<file path="config.mk">
export PLATFORM = sky130hd
export DESIGN_NAME = ffbp_sqacc
export DESIGN_NICKNAME = d
export VERILOG_FILES = /design/src/design/ffbp_pkg.sv /design/src/design/ffbp_sqacc.sv
export SDC_FILE = /design/constraint.sdc
export NUM_CORES = 1
export LEC_CHECK = 0
export ABC_CLOCK_PERIOD_IN_PS = 12900
export BUFFER_PORTS_ARGS = -buffer_cell sky130_fd_sc_hd__buf_2
export CAP_MARGIN = 0
export CORE_MARGIN = 2
export CORE_UTILIZATION = 65
export DETAILED_ROUTE_END_ITERATION = 7
export PLACE_DENSITY = 0.83
export SLEW_MARGIN = 25
export SYNTH_ARGS = -nofsm -noshare
export SYNTH_HDL_FRONTEND = slang
export SYNTH_SLANG_ARGS = --single-unit
</file>
<file path="constraint.sdc">
create_clock -name aclk -period 12.9 [get_ports aclk]
set_input_delay 1.935 -clock aclk [delete_from_list [all_inputs] [get_ports aclk]]
set_output_delay 1.935 -clock aclk [all_outputs]
set_load 0.1 [all_outputs]
</file>
<file path="src/design/ffbp_pkg.sv">
package ffbp_pkg;

    localparam int MAX_BINS    = 1024;
    localparam int WEIGHT_BITS = 20;
    localparam int IDX_W       = $clog2(MAX_BINS);
    localparam int CNT_W       = $clog2(MAX_BINS + 1);
    localparam int SUM_W       = 50;
    localparam int CFG_IDX_W   = 1;

    localparam logic [WEIGHT_BITS-1:0] CAP_RESET = WEIGHT_BITS'(1000);

    localparam logic [CFG_IDX_W-1:0] REG_BIN_CAPACITY    = 1'd0;
    localparam logic [CFG_IDX_W-1:0] REG_MIN_ITEM_WEIGHT = 1'd1;

    localparam logic [1:0] ERR_NONE       = 2'd0;
    localparam logic [1:0] ERR_TABLE_FULL = 2'd1;
    localparam logic [1:0] ERR_OVERSIZE   = 2'd2;

    typedef logic [WEIGHT_BITS-1:0] weight_t;
    typedef logic [CNT_W-1:0]       count_t;
    typedef logic [SUM_W-1:0]       sum_t;

    typedef struct packed {
        logic start;
        logic push;
    } sq_ctrl_t;

endpackage

</file>
<file path="src/design/ffbp_sqacc.sv">
module ffbp_sqacc import ffbp_pkg::*; (
    input  logic     aclk,
    input  logic     aresetn,
    input  sq_ctrl_t ctl,
    input  sum_t     init,
    input  weight_t  data,
    output sum_t     acc,
    output logic     busy
);

    localparam int PROD_W = 2 * WEIGHT_BITS;

    weight_t            d1_reg;
    logic               v1_reg, v2_reg;
    logic [PROD_W-1:0]  prod_reg;
    sum_t               acc_reg, acc_next;

    always_comb begin
        acc_next = acc_reg;
        if (ctl.start) begin
            acc_next = init;
        end else if (v2_reg) begin
            acc_next = acc_reg + SUM_W'(prod_reg);
        end
    end

    always_ff @(posedge aclk) begin
        if (!aresetn) begin
            v1_reg <= 1'b0;
            v2_reg <= 1'b0;
        end else begin
            v1_reg <= ctl.push;
            v2_reg <= v1_reg;
        end
    end

    always_ff @(posedge aclk) begin
        d1_reg   <= data;
        prod_reg <= PROD_W'(d1_reg) * PROD_W'(d1_reg);
        acc_reg  <= acc_next;
    end

    assign acc  = acc_reg;
    assign busy = v1_reg || v2_reg;

endmodule

</file>
-- After elaboration in Yosys (flattened, before gate mapping)
Cells that the tools add are included.
Widths: inputs -> output; s select.
- output and inout port bits: 51
- input bits: 74
- register bits: 112
- $add $sub $neg: 1
- muxes and demuxes: 2
- reduce and logical (&&, ||, !) cells: 2
- multipliers: 1
- operator list (kind ; number):
    $mux 50 ; 2
    $add 50x40->50 ; 1
    $mul 20x20->40 ; 1
    $reduce_bool 2->1 ; 1
    $logic_or 1x1->1 ; 1

-- Longest topological paths before layout
- word-level depth: 3
- mapped depth: 26
- gate-level depth less buffers: 24

-- Least setup slack after synthesis
OpenSTA, ideal clock, no wires.
- path type: reg-to-reg
- start point: reg d1_reg[8]
- end point: reg prod_reg[33]
- slack: 6.207 ns
- clock period less this slack: 6.693 ns
- path buffers: 2
- setup time: 0.127 ns
- arrival time: 6.567 ns
- cell stages (with the launch flop): 23
- data required time: 12.773 ns
- path through: dfxtp_1 > clkbuf_1 > clkbuf_1 > nand2_1 > fa_1 > inv_1 > fa_1 > fa_1 > fa_1 > fa_1 > fa_1 > inv_1 > fa_1 > inv_1 > ha_1 > a2111oi_2 > nand2_1 > nor3_1 > o21ai_1 > a311o_1 > a31oi_1 > o21bai_1 > xor2_1
- word-level cells in the longest chain between the ends: 1
- ends and longest elaborated chain (element ; line ; RTL):
    from (decl) ; ffbp_sqacc.sv:13 ; weight_t d1_reg;
    from (signal assigned) ; ffbp_sqacc.sv:38 ; d1_reg <= data;
    $mul 20x20->40 ; ffbp_sqacc.sv:39 ; prod_reg <= PROD_W'(d1_reg) * PROD_W'(d1_reg);
    to (signal assigned) ; ffbp_sqacc.sv:39 ;
    to (decl) ; ffbp_sqacc.sv:15 ; logic [PROD_W-1:0] prod_reg;
No other way between the ends.
A chain may end at the register's enable or synchronous reset.

-- Worst setup path after layout
Same ends and word-level chain as after synthesis.

==> impl_metrics.tcl <==
set metrics [dict create \
    synth-warning-count 0 \
    fp-row-count 59 \
    grt_pass1_wl_um 67800 \
    clk_pin_slew_ns 0.08 \
    routed_wl_um 41100 \
    io_pins 125 \
    cts_root_buffer "clkbuf_16" \
    max_freq_ghz 0.137 \
    synth_top_area_share_pct 32.1 \
    finClkSkew_ns 0.0237 \
    violations "DRC" \
    critPathArrivalTime_ns 7.55 \
    multiInputGateArea_um2 13000 \
    insertion_delay_ns 0.36 \
    seq_area_frac_synth_pct 15.7 \
    h-tree-depth 3 \
    port-buffer-count 124 \
    finalWeightedCongestion 0.907 \
    grt.overflow.total 0 \
    die_area_um2 28000 \
    grt_max_degree 81 \
    syn_area_per_cell_um2 9.24 \
    clockBufferDepth 2 \
    antennaDiodeCount 0 \
    rsz0062_at_grt "no" \
    cts-resized-gates 0 \
    min_path_type "reg2reg" \
    cp-start-kind "flop" \
    hold_viol_final 0 \
    drt.antenna.violating_nets 0 \
    wl_per_cell_um 18.0 \
    synth_nets 2421 \
    fp.dieW_um 167 \
    final_nets 2492 \
    cp_max_fo 21 \
    die_h_um 167 \
    core_um2 26100 \
    cts.hold.buffers_added 0 \
    run_status "finished with violations" \
    cts_setup_buffers 0 \
    synth_flop_cell "dfxtp_1" \
    drive_gt1_share_pct 8.60 \
    relSlewSlack_pct 36.0 \
    worstSetupPathType "reg2reg" \
    hpwl_um 33300 \
    firstDrtPassIters 7 \
    max-cap-violations 0 \
    synth.largest_area_cell "fa_1" \
    vias 13400 \
    track_usage_pct 30.0 \
    netlist_top_cells_area "fa_1 32%, ha_1 14%, edfxtp_1 8.6%" \
    synth_edf_count 50 \
    yosysUniqueCellTypes 71 \
    setup_violations 0 \
    cts_buffers 9 \
    syn_inst 1878 \
    grt_pass1_vias 14200 \
    finalMaxSlewViolations 0 \
    netlist_area_um2 17400 \
    async_reset_ff_share_pct 0 \
    antenna_found_initial 0 \
    largest_register_ffs 50 \
    cts_tree "built" \
    drc_errors 19 \
    clkSinkCount 111 \
    viasPerCell 5.84 \
    fillers 2016 \
    min_period_ns 7.32 \
    cp.required_ns 13.12 \
    start_util_pct 66.4 \
    area_delta_synth_final_pct 6.10 \
    ff_latch_area_um2 2720 \
    endpoint_kind "flop" \
    synth_seq_cells 111 \
    drtIter0Drc 1080 \
    finalSetupTns_ns 0 \
    period_share_pct 56.8 \
    tightest_slew_ns 0.958 \
]
[metrics by stage]
stage	cell area [um^2]	util (%)	setup slack [ns]	hold WS [ns]	instances
CTS	18400	70.5	5.60	0.469	2289
global placement	18100	69.4	5.81	0.432	2273
global route	18400	70.5	5.19	0.496	2289
detailed placement	18100	69.4	5.69	0.447	2273
floorplan	17400	-	6.21	0.359	1878
finish	18400	70.5	5.58	0.461	2289
[worst max-delay path, stage by stage, from the launching register on]
cell and delay (ns):
dfxtp_1 0.95, nand2_1 0.18, fa_1 0.63, inv_1 0.07, fa_1 0.53, fa_1 0.45, fa_1 0.53, inv_1 0.06
fa_1 0.55, inv_1 0.06, fa_1 0.39, fa_1 0.45, ha_1 0.38, a2111oi_2 0.35, nand2_1 0.08, nor3_1 0.40
o21ai_1 0.20, a311o_1 0.39, a31oi_1 0.26, o21bai_1 0.12, xor2_1 0.15
[layout make-up]
type | instances | area share (%)
Clock buffer | 10 | 1.24
Clock inverter | 6 | 0.285
Inverter | 349 | 7.11
Multi-Input combinational cell | 1349 | 70.7
Sequential cell | 111 | 14.8
Tap cell | 335 | 2.28
Timing Repair Buffer | 129 | 3.57
[final timing paths]
check,from,endpoint,slack (ns),cells after the start
setup reg to reg,d1_reg[8]$_DFF_P_,prod_reg[33]$_DFF_P_,5.58,20
hold / removal,v1_reg$_SDFF_PN0_,v2_reg$_SDFF_PN0_,0.46,1
setup / recovery,d1_reg[8]$_DFF_P_,prod_reg[33]$_DFF_P_,5.58,20
hold reg to reg,v1_reg$_SDFF_PN0_,v2_reg$_SDFF_PN0_,0.46,1
[Yosys cell counts (20+ instances only)]
cell type	n
ha_1	191
xnor2_1	52
o21bai_1	20
a21o_1	27
dfxtp_1	61
nand2_1	213
and2_1	85
inv_1	348
edfxtp_1	50
o21ai_0	78
clkbuf_1	58
xor2_1	27
nor2_1	55
a21oi_1	98
fa_1	278
[layout by cell type (no fill, tap or decap), types with 5 or more instances in the layout]
cell,synthesis,layout
a211oi_1,8,8
a21o_1,27,27
a21oi_1,98,98
a22oi_1,6,6
a311oi_1,7,7
a31oi_1,10,10
and2_1,85,85
and3_1,18,18
buf_2,2,124
buf_4,3,5
clkbuf_16,0,9
dfxtp_1,61,61
edfxtp_1,50,50
fa_1,278,278
ha_1,191,191
inv_1,348,348
nand2_1,213,213
nand2b_1,8,8
nand3_1,18,18
nand4_1,14,14
nor2_1,55,55
nor2b_1,17,17
nor3_1,18,18
o211ai_1,8,8
o21a_1,10,10
o21ai_0,78,78
o21ai_1,5,5
o21bai_1,20,20
or2_2,8,7
xnor2_1,52,52
xor2_1,27,27
[kinds of logic (layout without fill, tap and decap cells)]
group,after synthesis,in the layout,synth area share [%]
flip-flops,111,111,15.7
XOR/XNOR,79,79,3.99
AO/OA/AOI/OAI,321,321,11.8
buffers and inverters,418,494,9.28
AND/OR/NAND/NOR,476,476,13.2
adder cells (fa/ha/maj),469,469,45.8
multiplexers,4,4,0.252
[metal layers]
layer  track usage, %  share of wire (%)  vias to the layer above
met5                0                  0                        -
li1                 -                  -                     6193
met4             7.90                2.3                        0
met2             52.6                 49                      555
met1             39.2                 41                     6549
met3             4.73                7.3                       81
Power is not shown: default switching activity piles up to over one toggle a cycle in this logic, so the estimate is an artifact.
